`config.mk`:
```
export PLATFORM = sky130hd
export DESIGN_NAME = multi_slot_tick_timer_bank
export DESIGN_NICKNAME = d
export VERILOG_FILES = /design/src/sv/mstt_pkg.sv /design/src/sv/mstt_ram.sv /design/src/sv/mstt_dec.sv /design/src/sv/multi_slot_tick_timer_bank.sv
export SDC_FILE = /design/constraint.sdc
export NUM_CORES = 1
export LEC_CHECK = 0
export ABC_AREA = 1
export BUFFER_PORTS_ARGS = -buffer_cell sky130_fd_sc_hd__buf_2
export CAP_MARGIN = 20
export CELL_PAD_IN_SITES_DETAIL_PLACEMENT = 1
export CELL_PAD_IN_SITES_GLOBAL_PLACEMENT = 2
export CORE_MARGIN = 5
export CORE_UTILIZATION = 43
export DETAILED_ROUTE_END_ITERATION = 10
export GPL_TIMING_DRIVEN = 1
export PLACE_DENSITY_LB_ADDON = 0.3
export SLEW_MARGIN = 20
export SYNTH_ARGS = -nofsm -noshare
export SYNTH_HDL_FRONTEND = slang
export SYNTH_SLANG_ARGS = --single-unit
```
`constraint.sdc`:
```
create_clock -name i_clk -period 4.6 [get_ports i_clk]
set_input_delay 1.15 -clock i_clk [delete_from_list [all_inputs] [get_ports i_clk]]
set_output_delay 1.15 -clock i_clk [all_outputs]
set_load 0.02 [all_outputs]
```
`src/sv/mstt_pkg.sv`:
```
`timescale 1ns / 1ps

package mstt_pkg;

    // bank geometry
    localparam int SLOTS       = 8;
    localparam int COUNT_BITS  = 16;
    localparam int MAX_REPORTS = 8;

    localparam int IDX_W = (SLOTS > 1) ? $clog2(SLOTS) : 1;
    localparam int CNT_W = $clog2(MAX_REPORTS + 1);

    // field widths on the stream ports
    localparam int MODE_W    = 2;
    localparam int SLOT_W    = 3;
    localparam int PERIOD_W  = 16;
    localparam int PAYLOAD_W = 8;
    localparam int S_DATA_W  = 32;
    localparam int M_DATA_W  = 16;

    localparam logic [IDX_W-1:0] LAST_IDX = IDX_W'(SLOTS - 1);

    typedef enum logic [MODE_W-1:0] {
        MODE_TICK   = 2'd0,
        MODE_DEFINE = 2'd1,
        MODE_START  = 2'd2,
        MODE_STOP   = 2'd3
    } t_mode;

    typedef enum logic [1:0] {
        ST_IDLE,
        ST_READ,
        ST_EXEC,
        ST_FLUSH
    } t_state;

    // result of the shared decrement unit for one slot
    typedef struct packed {
        logic [COUNT_BITS-1:0] count;
        logic                  expired;
    } t_dec_res;

    function automatic logic [COUNT_BITS-1:0] fit_count(input logic [PERIOD_W-1:0] p);
        logic [COUNT_BITS+PERIOD_W-1:0] tmp;
        tmp = {{COUNT_BITS{1'b0}}, p};
        return tmp[COUNT_BITS-1:0];
    endfunction

    function automatic logic [IDX_W-1:0] slot_to_idx(input logic [SLOT_W-1:0] s);
        logic [IDX_W+SLOT_W-1:0] tmp;
        tmp = {{IDX_W{1'b0}}, s};
        return tmp[IDX_W-1:0];
    endfunction

    function automatic logic [SLOT_W-1:0] idx_to_slot(input logic [IDX_W-1:0] i);
        logic [IDX_W+SLOT_W-1:0] tmp;
        tmp = {{SLOT_W{1'b0}}, i};
        return tmp[SLOT_W-1:0];
    endfunction

endpackage

```
`src/sv/mstt_ram.sv`:
```
`timescale 1ns / 1ps

module mstt_ram #(
    parameter int WIDTH = 8,
    parameter int DEPTH = 8,
    parameter int AW    = (DEPTH > 1) ? $clog2(DEPTH) : 1
) (
    input  logic             i_clk,
    input  logic             i_we,
    input  logic [AW-1:0]    i_waddr,
    input  logic [WIDTH-1:0] i_wdata,
    input  logic [AW-1:0]    i_raddr,
    output logic [WIDTH-1:0] o_rdata
);

    logic [WIDTH-1:0] r_mem [DEPTH];
    logic [WIDTH-1:0] r_rdata;

    always_ff @(posedge i_clk) begin
        if (i_we) begin
            r_mem[i_waddr] <= i_wdata;
        end
        r_rdata <= r_mem[i_raddr];
    end

    assign o_rdata = r_rdata;

endmodule

```
`src/sv/mstt_dec.sv`:
```
`timescale 1ns / 1ps

module mstt_dec import mstt_pkg::*; (
    input  logic [COUNT_BITS-1:0] i_count,
    input  logic [COUNT_BITS-1:0] i_period,
    input  logic                  i_periodic,
    output t_dec_res              o_res
);

    logic [COUNT_BITS-1:0] dec_val;
    logic                  at_zero;

    // count wraps modulo 2^COUNT_BITS, so a zero count expires only after a full wrap
    assign dec_val = i_count - COUNT_BITS'(1);
    assign at_zero = (dec_val == '0);

    always_comb begin
        o_res.expired = at_zero;
        o_res.count   = (at_zero && i_periodic) ? i_period : dec_val;
    end

endmodule

```
`src/sv/multi_slot_tick_timer_bank.sv`:
```
`timescale 1ns / 1ps

// Bank of SLOTS countdown timers. Each input beat carries a mode in s_tuser:
// define loads a slot's period and count and leaves it disarmed, start stores
// a payload byte and arms the slot, stop disarms it; these are taken in the
// idle state and give no output. A tick is also taken in the idle state and
// walks the slots from 0 upward through one shared decrementer: each slot
// passes through ST_READ (the registered read of the slot memories) and
// ST_EXEC (decrement, test and write back), then ST_FLUSH sends the last
// report; the walk can hold in ST_EXEC and ST_FLUSH while the output stalls.
// Every armed slot whose count reaches zero gives one output beat (slot
// index and payload) in ascending slot order, tlast on the final beat of the
// tick, at most MAX_REPORTS beats per tick; a periodic slot then reloads its
// period, a one-shot slot disarms. A zero period or a zero count expires
// after 2^COUNT_BITS ticks. Slot state sits in small memories; per-slot
// written bits make a never-written count and a never-defined period read as
// zero, so no clearing pass is needed after reset. s_tready is high only
// while idle.
module multi_slot_tick_timer_bank import mstt_pkg::*; (
    input  logic                i_clk,
    input  logic                i_rst_n,
    input  logic                i_s_tvalid,
    output logic                o_s_tready,
    input  logic [S_DATA_W-1:0] i_s_tdata,   // slot[2:0], period[18:3], periodic[19],
                                             // payload[27:20], zero[31:28]
    input  logic [MODE_W-1:0]   i_s_tuser,   // mode[1:0]
    output logic                o_m_tvalid,
    input  logic                i_m_tready,
    output logic [M_DATA_W-1:0] o_m_tdata,   // fired_slot[2:0], fired_payload[10:3],
                                             // zero[15:11]
    output logic                o_m_tlast
);

    localparam int CFG_W = COUNT_BITS + 1;

    // input beat fields
    t_mode                 in_mode;
    logic [SLOT_W-1:0]     in_slot;
    logic [COUNT_BITS-1:0] in_period;
    logic                  in_periodic;
    logic [PAYLOAD_W-1:0]  in_payload;
    logic [IDX_W-1:0]      in_idx;
    logic                  in_slot_ok;
    logic                  in_acc;

    assign in_mode     = t_mode'(i_s_tuser);
    assign in_slot     = i_s_tdata[2:0];
    assign in_period   = fit_count(i_s_tdata[18:3]);
    assign in_periodic = i_s_tdata[19];
    assign in_payload  = i_s_tdata[27:20];
    assign in_idx      = slot_to_idx(in_slot);
    assign in_slot_ok  = (32'(in_slot) < SLOTS);
    assign in_acc      = i_s_tvalid && o_s_tready;

    // sequencer and report registers
    t_state               r_state, n_state;
    logic [IDX_W-1:0]     r_idx, n_idx;
    logic [CNT_W-1:0]     r_cnt, n_cnt;
    logic                 r_pend_v, n_pend_v;
    logic [SLOT_W-1:0]    r_pend_slot, n_pend_slot;
    logic [PAYLOAD_W-1:0] r_pend_pay, n_pend_pay;
    logic                 r_out_v, n_out_v;
    logic [SLOT_W-1:0]    r_out_slot, n_out_slot;
    logic [PAYLOAD_W-1:0] r_out_pay, n_out_pay;
    logic                 r_out_last, n_out_last;
    logic [SLOTS-1:0]     r_armed, n_armed;
    logic [SLOTS-1:0]     r_defined, n_defined;
    logic [SLOTS-1:0]     r_cnt_ok, n_cnt_ok;

    // slot memories
    logic                  cnt_we;
    logic [IDX_W-1:0]      cnt_waddr;
    logic [COUNT_BITS-1:0] cnt_wdata;
    logic [COUNT_BITS-1:0] cnt_rd;
    logic                  cfg_we;
    logic [CFG_W-1:0]      cfg_rd;
    logic                  pay_we;
    logic [PAYLOAD_W-1:0]  pay_rd;

    mstt_ram #(.WIDTH(COUNT_BITS), .DEPTH(SLOTS)) u_count_ram (
        .i_clk   (i_clk),
        .i_we    (cnt_we),
        .i_waddr (cnt_waddr),
        .i_wdata (cnt_wdata),
        .i_raddr (r_idx),
        .o_rdata (cnt_rd)
    );

    // periodic mark over reload period
    mstt_ram #(.WIDTH(CFG_W), .DEPTH(SLOTS)) u_cfg_ram (
        .i_clk   (i_clk),
        .i_we    (cfg_we),
        .i_waddr (in_idx),
        .i_wdata ({in_periodic, in_period}),
        .i_raddr (r_idx),
        .o_rdata (cfg_rd)
    );

    mstt_ram #(.WIDTH(PAYLOAD_W), .DEPTH(SLOTS)) u_payload_ram (
        .i_clk   (i_clk),
        .i_we    (pay_we),
        .i_waddr (in_idx),
        .i_wdata (in_payload),
        .i_raddr (r_idx),
        .o_rdata (pay_rd)
    );

    // a count never written reads as zero; a slot never defined reads as
    // period zero, one-shot
    logic                  cur_defined;
    logic [COUNT_BITS-1:0] cur_count;
    logic [COUNT_BITS-1:0] cur_period;
    logic                  cur_periodic;
    logic                  cur_armed;
    t_dec_res              dec_res;

    assign cur_defined  = r_defined[r_idx];
    assign cur_armed    = r_armed[r_idx];
    assign cur_count    = r_cnt_ok[r_idx] ? cnt_rd : '0;
    assign cur_period   = cur_defined ? cfg_rd[COUNT_BITS-1:0] : '0;
    assign cur_periodic = cur_defined && cfg_rd[COUNT_BITS];

    mstt_dec u_dec (
        .i_count    (cur_count),
        .i_period   (cur_period),
        .i_periodic (cur_periodic),
        .o_res      (dec_res)
    );

    logic out_free;
    logic fire;
    logic report;
    logic stall;

    assign out_free = !r_out_v || i_m_tready;
    assign fire     = cur_armed && dec_res.expired;
    assign report   = fire && (r_cnt < CNT_W'(MAX_REPORTS));
    // a new report pushes the held one out, which needs the output register
    assign stall    = report && r_pend_v && !out_free;

    always_comb begin
        n_state     = r_state;
        n_idx       = r_idx;
        n_cnt       = r_cnt;
        n_pend_v    = r_pend_v;
        n_pend_slot = r_pend_slot;
        n_pend_pay  = r_pend_pay;
        n_out_v     = r_out_v;
        n_out_slot  = r_out_slot;
        n_out_pay   = r_out_pay;
        n_out_last  = r_out_last;
        n_armed     = r_armed;
        n_defined   = r_defined;
        n_cnt_ok    = r_cnt_ok;
        cnt_we      = 1'b0;
        cnt_waddr   = r_idx;
        cnt_wdata   = dec_res.count;
        cfg_we      = 1'b0;
        pay_we      = 1'b0;

        if (r_out_v && i_m_tready) begin
            n_out_v = 1'b0;
        end

        case (r_state)
            ST_IDLE: begin
                if (in_acc) begin
                    case (in_mode)
                        MODE_TICK: begin
                            n_state = ST_READ;
                            n_idx   = '0;
                            n_cnt   = '0;
                        end
                        MODE_DEFINE: begin
                            if (in_slot_ok) begin
                                cnt_we            = 1'b1;
                                cnt_waddr         = in_idx;
                                cnt_wdata         = in_period;
                                cfg_we            = 1'b1;
                                n_defined[in_idx] = 1'b1;
                                n_cnt_ok[in_idx]  = 1'b1;
                                n_armed[in_idx]   = 1'b0;
                            end
                        end
                        MODE_START: begin
                            if (in_slot_ok) begin
                                pay_we          = 1'b1;
                                n_armed[in_idx] = 1'b1;
                            end
                        end
                        MODE_STOP: begin
                            if (in_slot_ok) begin
                                n_armed[in_idx] = 1'b0;
                            end
                        end
                        default: ;
                    endcase
                end
            end

            // memory read of the current slot is in flight
            ST_READ: begin
                n_state = ST_EXEC;
            end

            ST_EXEC: begin
                if (!stall) begin
                    if (cur_armed) begin
                        cnt_we          = 1'b1;
                        n_cnt_ok[r_idx] = 1'b1;
                    end
                    if (fire && !cur_periodic) begin
                        n_armed[r_idx] = 1'b0;
                    end
                    if (report) begin
                        if (r_pend_v) begin
                            n_out_v    = 1'b1;
                            n_out_slot = r_pend_slot;
                            n_out_pay  = r_pend_pay;
                            n_out_last = 1'b0;
                        end
                        n_pend_v    = 1'b1;
                        n_pend_slot = idx_to_slot(r_idx);
                        n_pend_pay  = pay_rd;
                        n_cnt       = r_cnt + CNT_W'(1);
                    end
                    if (r_idx == LAST_IDX) begin
                        n_state = ST_FLUSH;
                    end else begin
                        n_idx   = r_idx + IDX_W'(1);
                        n_state = ST_READ;
                    end
                end
            end

            // the held report is the final one of this tick
            ST_FLUSH: begin
                if (!r_pend_v) begin
                    n_state = ST_IDLE;
                end else if (out_free) begin
                    n_out_v    = 1'b1;
                    n_out_slot = r_pend_slot;
                    n_out_pay  = r_pend_pay;
                    n_out_last = 1'b1;
                    n_pend_v   = 1'b0;
                    n_state    = ST_IDLE;
                end
            end

            default: begin
                n_state = ST_IDLE;
            end
        endcase
    end

    always_ff @(posedge i_clk) begin
        if (!i_rst_n) begin
            r_state   <= ST_IDLE;
            r_idx     <= '0;
            r_cnt     <= '0;
            r_pend_v  <= 1'b0;
            r_out_v   <= 1'b0;
            r_armed   <= '0;
            r_defined <= '0;
            r_cnt_ok  <= '0;
        end else begin
            r_state   <= n_state;
            r_idx     <= n_idx;
            r_cnt     <= n_cnt;
            r_pend_v  <= n_pend_v;
            r_out_v   <= n_out_v;
            r_armed   <= n_armed;
            r_defined <= n_defined;
            r_cnt_ok  <= n_cnt_ok;
        end
    end

    // report payloads
    always_ff @(posedge i_clk) begin
        r_pend_slot <= n_pend_slot;
        r_pend_pay  <= n_pend_pay;
        r_out_slot  <= n_out_slot;
        r_out_pay   <= n_out_pay;
        r_out_last  <= n_out_last;
    end

    assign o_s_tready = (r_state == ST_IDLE);
    assign o_m_tvalid = r_out_v;
    assign o_m_tdata  = {{(M_DATA_W - SLOT_W - PAYLOAD_W){1'b0}}, r_out_pay, r_out_slot};
    assign o_m_tlast  = r_out_last;

    // nothing may be held over from one tick to the next
    a_idle_no_pending: assert property (
        @(posedge i_clk) disable iff (!i_rst_n)
        (r_state == ST_IDLE) |-> !r_pend_v
    ) else $error("report still held while idle");

    a_report_cap: assert property (
        @(posedge i_clk) disable iff (!i_rst_n)
        r_cnt <= CNT_W'(MAX_REPORTS)
    ) else $error("report count above limit");

    a_tick_starts_walk: assert property (
        @(posedge i_clk) disable iff (!i_rst_n)
        (in_acc && (in_mode == MODE_TICK)) |=> (r_state == ST_READ) && (r_idx == '0)
            && (r_cnt == '0)
    ) else $error("tick did not start a walk at slot zero");

    a_cmd_one_cycle: assert property (
        @(posedge i_clk) disable iff (!i_rst_n)
        (in_acc && (in_mode != MODE_TICK)) |=> (r_state == ST_IDLE)
    ) else $error("slot command left the idle state");

endmodule

```
==> flow_summary.ini, run 1 <==
[floorplan]
rows = 72
die_h_um = 206.3
io_pins = 57
die_area_um2 = 42570
initial_core_util = 0.4319
dieWidth_um = 206.3
coreArea_um2 = 38380

[sta]
period_needed_ns = 4.141
finalClockSkew_ns = 0.02251
setup_violations = 0
relSlewSlack = 0.3063
tightestPinTransition_ns = 1.037
fmax_mhz = 241.5
drv_slew = 0
hold_viol = 0
fin_setup_tns_ns = 0
period_share = 0.9003
grt_setup_unrepaired = no

[placed_design]
place_congestion = 0.8144
port_buffers = 47
dp_hpwl_um = 27070

[clock_network]
cts.sinks = 427
clock_latency_ns = 0.56
postCtsSetupBuffers = 0
root_buffer = clkbuf_16
ctsLongestPathBuffers = 3
numCtsBuffers = 44
cts_tree = yes
clk_pin_slew_ns = 0.06
cts-htree-levels = 2
cts_hold_buffers = 0
cts_resized = 0

[drt]
met3_length_um = 2121
drc = 0
wirelength_um = 44790
via_per_inst = 5.489
m1WireLength_um = 20890
ant_nets = 0
dr_wl_met2_um = 21020
top_layer = met4
dr.pass1.iters = 5
num_vias = 10692
drt_iter0_drc = 741
wire_per_inst_um = 22.99

[global_routing]
gr-total-overflow = 0
grtUsageTotal = 0.2131
grt_pass1_wl_um = 68170
grt_antenna_before_repair = 0
grt_pass1_vias = 11018
grt_max_degree = 43

[power_and_ir_drop]
power_leakage_nw = 6.811
powerDensity_nw_per_um2 = 490.0
p_total_w = 0.009314
ir_drop_mv = 0.3303

[logic_synthesis]
synth_warnings = 0
postSynth.asyncResetShare = 0
synth_area_um2 = 16570
synth_edf_count = 351
syn_inst = 1314
synth.distinct_cells = 45
synth_most_common_cell = edfxtp_1
synth.area.top_cells = edfxtp_1 64%, dfxtp_1 9.2%, nand2_1 5.5%
yosysTopAreaCellShare = 0.6360
synthTopCellsByCount = 351 x edfxtp_1, 245 x nand2_1, 127 x inv_1
yosys.area.top_type = edfxtp_1
yosysSeqAreaShare = 0.7278
synth-main-ff-cell = edfxtp_1
syn_avg_cell_area_um2 = 12.61
synth_seq_cells = 427

[layout]
fill_cells = 4000
n_antenna_cell = 0
drive_gt1_frac = 0.1364
area_growth_pct = 14.70
final_nets = 1438

[setup_path]
cp_num_buf_inv = 7
crit_top_cell = nand2_1
start_kind = register
slowest_delay_ns = 0.71
cp_slowest_cell = dfxtp_1
cp_cell_sequence = inv_4 > nand2_1 > nand3_1 > nand2_2 > inv_2 > nand2_4 > buf_4 > buf_4 > o21ai_1 > nand2_1 > nor2_2 > nand2_1 > nand2_1 > nand2_1 > nor2_2 > nand3_2 > nor2_2 > nand4_1 > nand2_1 > nand2_1 > inv_1 > or2_2 > inv_1 > buf_4
crit_required_ns = 4.81
cp-end-kind = register
worst-path-max-fanout = 23
path_class = register to register
path_delay_family = simple AND/OR/NAND/NOR gates
crit_arrival_ns = 4.36

[min_path]
hp-class = register to register

[flow_run]
cap_violations = 0

[status]
status = complete, no violations
state kept, by name, indices dropped and copies added, names as in the netlist, 8 cells and up, named ones only:
register and cells:
u_cfg_ram.r_mem 136, r_pend_pay 8, u_payload_ram.r_mem 64, u_count_ram.o_rdata 16, r_defined 8, u_payload_ram.o_rdata 8
r_out_pay 8, u_cfg_ram.o_rdata 17, r_cnt_ok 8, u_count_ram.r_mem 128
report_power, final:
group	internal [W]	total (W)	switching, W
clock	0.00211	0.00356	0.00145
sequential	0.00448	0.00460	0.000120
combinational	0.000312	0.00115	0.000836
stage by stage:
step	utilization	setup WS (ns)	hold slack, ns	cell area [µm²]	instances
floorplan	-	0.7154	0.3855	16590	1318
global placement	0.4579	0.5034	0.3884	17570	1867
detailed placement	0.4579	0.4785	0.3919	17570	1867
global route	0.4953	0.1523	0.4070	19010	1948
finish	0.4953	0.4585	0.4053	19010	1948
CTS	0.4953	0.4408	0.4064	19010	1948
layout by cell type, fill, tap and decap left out, types with 4 or more instances in the layout:
master	netlist	layout
inv_1	127	126
nand4_1	58	58
o21ai_1	7	7
nand2_2	5	5
o41ai_1	7	7
nand3_1	37	36
nor2_2	4	12
a221oi_1	46	46
conb_1	1	5
buf_4	6	38
a21oi_1	34	34
a22o_1	26	26
bufinv_16	0	5
clkinv_2	0	8
o211ai_1	4	4
o22ai_1	6	6
nor2_4	0	6
dfxtp_1	76	76
clkbuf_16	0	45
nor2_1	103	89
edfxtp_1	351	351
nand2_1	245	245
o21ai_0	42	42
ha_1	5	5
a22oi_1	40	40
nand3_2	6	7
clkbuf_1	38	13
clkinv_1	1	7
buf_2	1	47
final cells by class:
class | instances | area, µm² | area share
clock inverter | 21 | 234.0 | 0.01231
tap | 518 | 648.1 | 0.03409
timing repair buffer | 86 | 540.5 | 0.02843
sequential | 427 | 12060 | 0.6345
multi-input combinational | 704 | 3825 | 0.2012
inverter | 132 | 498.0 | 0.02620
clock buffer | 60 | 1202 | 0.06325
worst paths after layout:
check / startpoint / to / slack (ns) / cells after the start
setup / recovery: r_idx[0] / u_count_ram.r_mem[7][14] / 0.46 / 24
hold / removal: u_payload_ram.o_rdata[3] / r_pend_pay[3] / 0.41 / 0
setup reg to reg: r_idx[0] / u_count_ram.r_mem[7][14] / 0.46 / 24
hold reg to reg: u_payload_ram.o_rdata[3] / r_pend_pay[3] / 0.41 / 0
worst register-to-register path, delay by kind of cell, from the launching register on:
kind | cells | cell delay, ns
flip-flops | 1 | 0.71
buffers and inverters | 7 | 1.17
AND/OR/NAND/NOR | 16 | 1.72
AO/OA/AOI/OAI | 1 | 0.16
kinds of logic after synthesis:
logic type | Yosys count | share of synthesized area
AOI/OAI and AO/OA | 222 | 0.09595
xor gates and xnor gates | 1 | 0.0005286
adders and majority gates | 5 | 0.003775
buffers and inverters | 187 | 0.04688
DFF | 427 | 0.7278
other | 1 | 0.0002263
and+or+nand+nor | 471 | 0.1249
routing by layer:
metal / up-vias / global-route usage
met5: - / 0
met4: 0 / 0.04587
met3: 56 / 0.02903
met2: 255 / 0.3446
met1: 5465 / 0.3106
li1: 4916 / -
(Power assumes the default switching activity.)
==> inputs of run 2 (changes only) <==
--- a/config.mk
+++ b/config.mk
@@ -5,17 +5,16 @@
 export SDC_FILE = /design/constraint.sdc
 export NUM_CORES = 1
 export LEC_CHECK = 0
-export ABC_AREA = 1
 export BUFFER_PORTS_ARGS = -buffer_cell sky130_fd_sc_hd__buf_2
 export CAP_MARGIN = 20
 export CELL_PAD_IN_SITES_DETAIL_PLACEMENT = 1
 export CELL_PAD_IN_SITES_GLOBAL_PLACEMENT = 2
 export CORE_MARGIN = 5
-export CORE_UTILIZATION = 43
+export CORE_UTILIZATION = 45
 export DETAILED_ROUTE_END_ITERATION = 10
 export GPL_TIMING_DRIVEN = 1
 export PLACE_DENSITY_LB_ADDON = 0.3
-export SLEW_MARGIN = 20
+export SLEW_MARGIN = 30
 export SYNTH_ARGS = -nofsm -noshare
 export SYNTH_HDL_FRONTEND = slang
 export SYNTH_SLANG_ARGS = --single-unit
==> run 2 against run 1 <==
Against the previous run:
- utilization is 3.8 points higher
- power is 14% lower
- fmax is 4.9% lower
- design area is 2.6% lower
- sequential share of layout area is 1.7 points higher
- first-iteration DRC count is 4.7% lower
- sequential power is 7.8% lower
- synthesized area is 4.0% lower
- register-to-register slack worse by 0.21 ns
==> flow_summary.ini, run 2 <==
[global_routing]
grtUsageTotal = 0.2136
gr-total-overflow = 0
grt_pass1_wl_um = 62860
grt_antenna_before_repair = 1
grt_pass1_vias = 9947
grt_max_degree = 37

[sta]
setup_violations = 0
drv_slew = 0
finalClockSkew_ns = 0.01685
fin_setup_tns_ns = 0
relSlewSlack = 0.3240
hold-worst-slack_ns = 0.4019
period_share = 0.9465
setup_ws_ns = 0.2462
period_needed_ns = 4.354
grt_setup_unrepaired = no
fmax_mhz = 229.7
tightestPinTransition_ns = 1.012
hold_viol = 0

[clock_network]
numCtsBuffers = 44
clk_pin_slew_ns = 0.06
postCtsSetupBuffers = 0
cts-htree-levels = 2
clock_latency_ns = 0.55
cts_hold_buffers = 0
ctsLongestPathBuffers = 3
root_buffer = clkbuf_16
cts_resized = 0
cts.sinks = 427
cts_tree = yes

[power_and_ir_drop]
power_leakage_nw = 5.972
ir_drop_mv = 0.4326
powerDensity_nw_per_um2 = 434.4

[logic_synthesis]
synthTopCellsByCount = 351 x edfxtp_1, 165 x a22oi_1, 76 x dfxtp_1
postSynth.asyncResetShare = 0
synth-main-ff-cell = edfxtp_1
yosys.area.top_type = edfxtp_1
synth_most_common_cell = edfxtp_1
syn_avg_cell_area_um2 = 15.47
yosysTopAreaCellShare = 0.6623
synth_edf_count = 351
synth_area_um2 = 15910
syn_inst = 1029
synth_warnings = 0
yosysSeqAreaShare = 0.7579
synth.area.top_cells = edfxtp_1 66%, dfxtp_1 9.6%, a22oi_1 7.8%
synth.distinct_cells = 60
synth_seq_cells = 427

[drt]
num_vias = 9637
wire_per_inst_um = 26.25
wirelength_um = 42050
via_per_inst = 6.016
drt_iter0_drc = 706
drc = 0
dr.pass1.iters = 5
ant_nets = 0

[layout]
layout_commonest_cell = edfxtp_1
final_nets = 1152
largest_reg_flops = 136
drive_gt1_frac = 0.1941
reg_top3 = u_cfg_ram.r_mem x136, u_count_ram.r_mem x128, u_payload_ram.r_mem x64
final_cell_mix = 351 x edfxtp_1, 165 x a22oi_1, 76 x dfxtp_1
area_growth_pct = 16.31
top_register = u_cfg_ram.r_mem
final_cells = 1602

[setup_path]
path_depth = 12
crit_top_cell = a21oi_1
slowest_delay_ns = 0.56
cp-end-kind = register
worst-path-max-fanout = 15
path_delay_family = simple AND/OR/NAND/NOR gates
start_kind = register
crit_arrival_ns = 4.62
cp_num_buf_inv = 1
cp_cell_sequence = mux4_1 > mux2_4 > nand2_1 > ha_1 > or4b_4 > o31ai_2 > and3_1 > nand4_4 > nor3_2 > buf_4 > a21oi_1 > a21oi_1
crit_required_ns = 4.87
r2r.worst_path.cells = 12
path_class = register to register
cp_slowest_cell = mux4_1

[flow_run]
cap_violations = 0

[placed_design]
port_buffers = 47
place_congestion = 0.7567
dp_slack_ns = 0.2093
dpl.cell_count = 1518
dp_hpwl_um = 25360

[floorplan]
coreArea_um2 = 34710
io_pins = 57
rows = 68
dieWidth_um = 198.1
die_area_um2 = 39230
die_h_um = 198.1
initial_core_util = 0.4584

[min_path]
hold_path_depth = 0
hp-class = register to register

[status]
status = complete, no violations
run 2: cell types whose count changed after synthesis, moves of 13 or more:
cell | previous run | this run
a221oi_1 | 46 | 0
a22oi_1 | 40 | 165
nand2_1 | 245 | 44
nand3_1 | 37 | 12
inv_1 | 127 | 10
o21ai_0 | 42 | 17
a22o_1 | 26 | 0
o21a_1 | 0 | 18
nor2_1 | 103 | 58
nor3_1 | 3 | 23
nand4_1 | 58 | 45
run 2: logic make-up (layout without fill, tap and decap cells):
group	after synthesis	count (layout)	synth area share
simple gates	231	231	0.07595
compound gates	269	269	0.1230
other cells	1	8	0.0002356
flops	427	427	0.7579
fa+ha+maj	5	5	0.003931
mux	11	11	0.01250
xor+xnor	9	9	0.004953
buf+inv	76	187	0.02146
run 2: worst paths after layout:
check / start / endpoint / slack [ns]
worst min-delay path: u_payload_ram.o_rdata[7] / r_pend_pay[7] / 0.40
worst min register to register: u_payload_ram.o_rdata[7] / r_pend_pay[7] / 0.40
worst max register to register: r_idx[0] / u_count_ram.r_mem[3][12] / 0.25
worst max-delay path: r_idx[0] / u_count_ram.r_mem[3][12] / 0.25
run 2: final cells by class:
type / count / area [µm²]
fillers: 3322 / 16200
flip-flops and latches: 427 / 12060
multi-input cells: 530 / 3699
clock buffers: 64 / 1249
repair buffers: 95 / 675.6
well taps: 455 / 569.3
clock inverters: 17 / 207.7
inverters: 11 / 41.29
diodes: 3 / 7.507
run 2: power by group:
| group | switching, W | internal (W) |
|---|---|---|
| clock network | 0.00145 | 0.00212 |
| registers | 0.0000231 | 0.00422 |
| logic | 0.000167 | 0.0000665 |
run 2: per-stage QoR:
stage,total power (W),cell area [µm²],utilization
after floorplan,0.004442,15930,-
after global placement,0.004546,16870,0.4861
after detailed placement,0.004554,16990,0.4893
after CTS,0.008105,18440,0.5313
after global routing,0.008320,18510,0.5331
final,0.008042,18510,0.5332
run 2: metal layers:
metal	wire [µm]	GRT usage	vias up
met3	2334	0.03267	49
met2	20590	0.3534	280
met5	0	0	-
li1	-	-	4279
met1	18450	0.3006	5029
met4	679	0.05177	0
==> inputs of run 3 (changes only) <==
--- a/config.mk
+++ b/config.mk
@@ -10,7 +10,7 @@
 export CELL_PAD_IN_SITES_DETAIL_PLACEMENT = 1
 export CELL_PAD_IN_SITES_GLOBAL_PLACEMENT = 2
 export CORE_MARGIN = 5
-export CORE_UTILIZATION = 45
+export CORE_UTILIZATION = 35
 export DETAILED_ROUTE_END_ITERATION = 10
 export GPL_TIMING_DRIVEN = 1
 export PLACE_DENSITY_LB_ADDON = 0.3
==> run 3 against run 2 <==
Against the previous run:
- first-iteration DRC count is 20% lower
- flip-flop and latch count stayed put
- register-to-register slack better by 0.03 ns
- largest cell class unchanged
==> flow_summary.ini, run 3 (synthesized netlist as in run 2, its figures left out) <==
[setup_path]
path_class = register to register
crit_arrival_ns = 4.61
crit_path_start = r_idx[0]
start_kind = register
worstReg2RegStart = r_idx[0]
crit_required_ns = 4.89
cp-end-kind = register
worst-path-max-fanout = 17

[layout]
top_register = u_cfg_ram.r_mem
layout_commonest_cell = edfxtp_1
n_antenna_cell = 0
final_nets = 1155
fill_cells = 4493
reg_top3 = u_cfg_ram.r_mem x136, u_count_ram.r_mem x128, u_payload_ram.r_mem x64
stdcell_area_um2 = 18560
area_growth_pct = 16.64
drive_gt1_frac = 0.1889
final_cell_mix = 351 x edfxtp_1, 165 x a22oi_1, 76 x dfxtp_1
final_cells = 1749
largest_reg_flops = 136

[floorplan]
die_area_um2 = 49830
dieWidth_um = 223.2
io_pins = 57
coreArea_um2 = 45190
die_h_um = 223.2
rows = 78
initial_core_util = 0.3522

[sta]
period_needed_ns = 4.324
hold-worst-slack_ns = 0.4069
period_share = 0.9400
setup_ws_ns = 0.2759
finalClockSkew_ns = 0.03553
fmax_mhz = 231.3
setup_violations = 0
relSlewSlack = 0.3475
hold_viol = 0
grt_setup_unrepaired = no
tightestPinTransition_ns = 0.9752
drv_slew = 0

[power_and_ir_drop]
power_leakage_nw = 5.948
ir_drop_mv = 0.3447
powerDensity_nw_per_um2 = 428.8
p_total_w = 0.007959

[clock_network]
cts.sinks = 427
clk_pin_slew_ns = 0.07
clock_latency_ns = 0.60
ctsLongestPathBuffers = 3
cts_tree = yes
postCtsSetupBuffers = 0
cts-htree-levels = 2
numCtsBuffers = 45
root_buffer = clkbuf_16

[placed_design]
dp_slack_ns = 0.2019
dp_hpwl_um = 25480
dpl.cell_count = 1665
port_buffers = 47
place_congestion = 0.7708
postPlaceCellArea_um2 = 17120

[status]
status = complete, no violations

[drt]
drc = 0
num_vias = 9496
wirelength_um = 43150
drt_iter0_drc = 568
dr.pass1.iters = 5
wire_per_inst_um = 24.67
via_per_inst = 5.429
ant_nets = 0

[global_routing]
grt_antenna_before_repair = 2
grtUsageTotal = 0.1711
grt_pass1_wl_um = 64670
grt_pass1_vias = 9917
gr-total-overflow = 0
grt_max_degree = 43

[min_path]
min-delay-start = u_payload_ram.o_rdata[6]
hp-class = register to register

[flow_run]
cap_violations = 0
## run 3: cell count changes in the layout (fill, tap and decap cells not counted), sizes merged, moves of 3 or more
cell / previous run / this run
bufinv: 4 / 1
clkinv: 10 / 13
diode: 3 / 0
clkbuf: 64 / 67
## run 3: path summary, 6_finish.rpt
kind / to / slack [ns] / depth (start not counted)
hold / removal: r_pend_pay[6] / 0.41 / 0
hold reg to reg: r_pend_pay[6] / 0.41 / 0
setup / recovery: u_count_ram.r_mem[0][0] / 0.28 / 12
setup reg to reg: u_count_ram.r_mem[0][0] / 0.28 / 12
## run 3: area by class of cell
cell class / instances / area [µm²] / share of cell area
inverters: 11 / 41.29 / 0.002224
flip-flops and latches: 427 / 12060 / 0.6498
multi-input cells: 530 / 3660 / 0.1972
clock buffers: 67 / 1279 / 0.06889
well taps: 600 / 750.7 / 0.04044
clock inverters: 17 / 138.9 / 0.007482
repair buffers: 97 / 630.6 / 0.03397
## run 3: critical path, cell delays in order (launching register included)
cell and delay (ns):
dfxtp_1 0.39, mux4_1 0.57, mux2_4 0.33, nand2_1 0.16, ha_1 0.19, or4b_4 0.49, o31ai_2 0.19, and3_1 0.41
nand4_4 0.25, nor3_2 0.17, buf_4 0.26, mux2i_1 0.10, a21oi_1 0.47
## run 3: through the flow
step | TNS (ns) | util
final | 0 | 0.4108
after global routing | 0 | 0.4108
after CTS | 0 | 0.4103
after detailed placement | 0 | 0.3789
after global placement | 0 | 0.3783
after floorplan | -54.87 | -
## run 3: per-layer routing
layer | GRT usage | vias to the layer above | share of wire
met3 | 0.03158 | 65 | 0.048
met5 | 0 | - | 0.00049
met2 | 0.2753 | 192 | 0.47
met1 | 0.2402 | 4940 | 0.46
li1 | - | 4295 | -
met4 | 0.04625 | 4 | 0.020
## run 3: power breakdown
part / internal, W / switching (W)
logic: 0.0000685 / 0.000165
clock network: 0.00199 / 0.00149
registers: 0.00422 / 0.0000227
## run 3: repair_timing
| action | in CTS | in global routing |
|---|---|---|
| gates resized for setup | 0 | 6 |
| hold buffers | 0 | 0 |
| hold endpoints to repair | 0 | 0 |
| endpoints found under the setup margin | 0 | 41 |
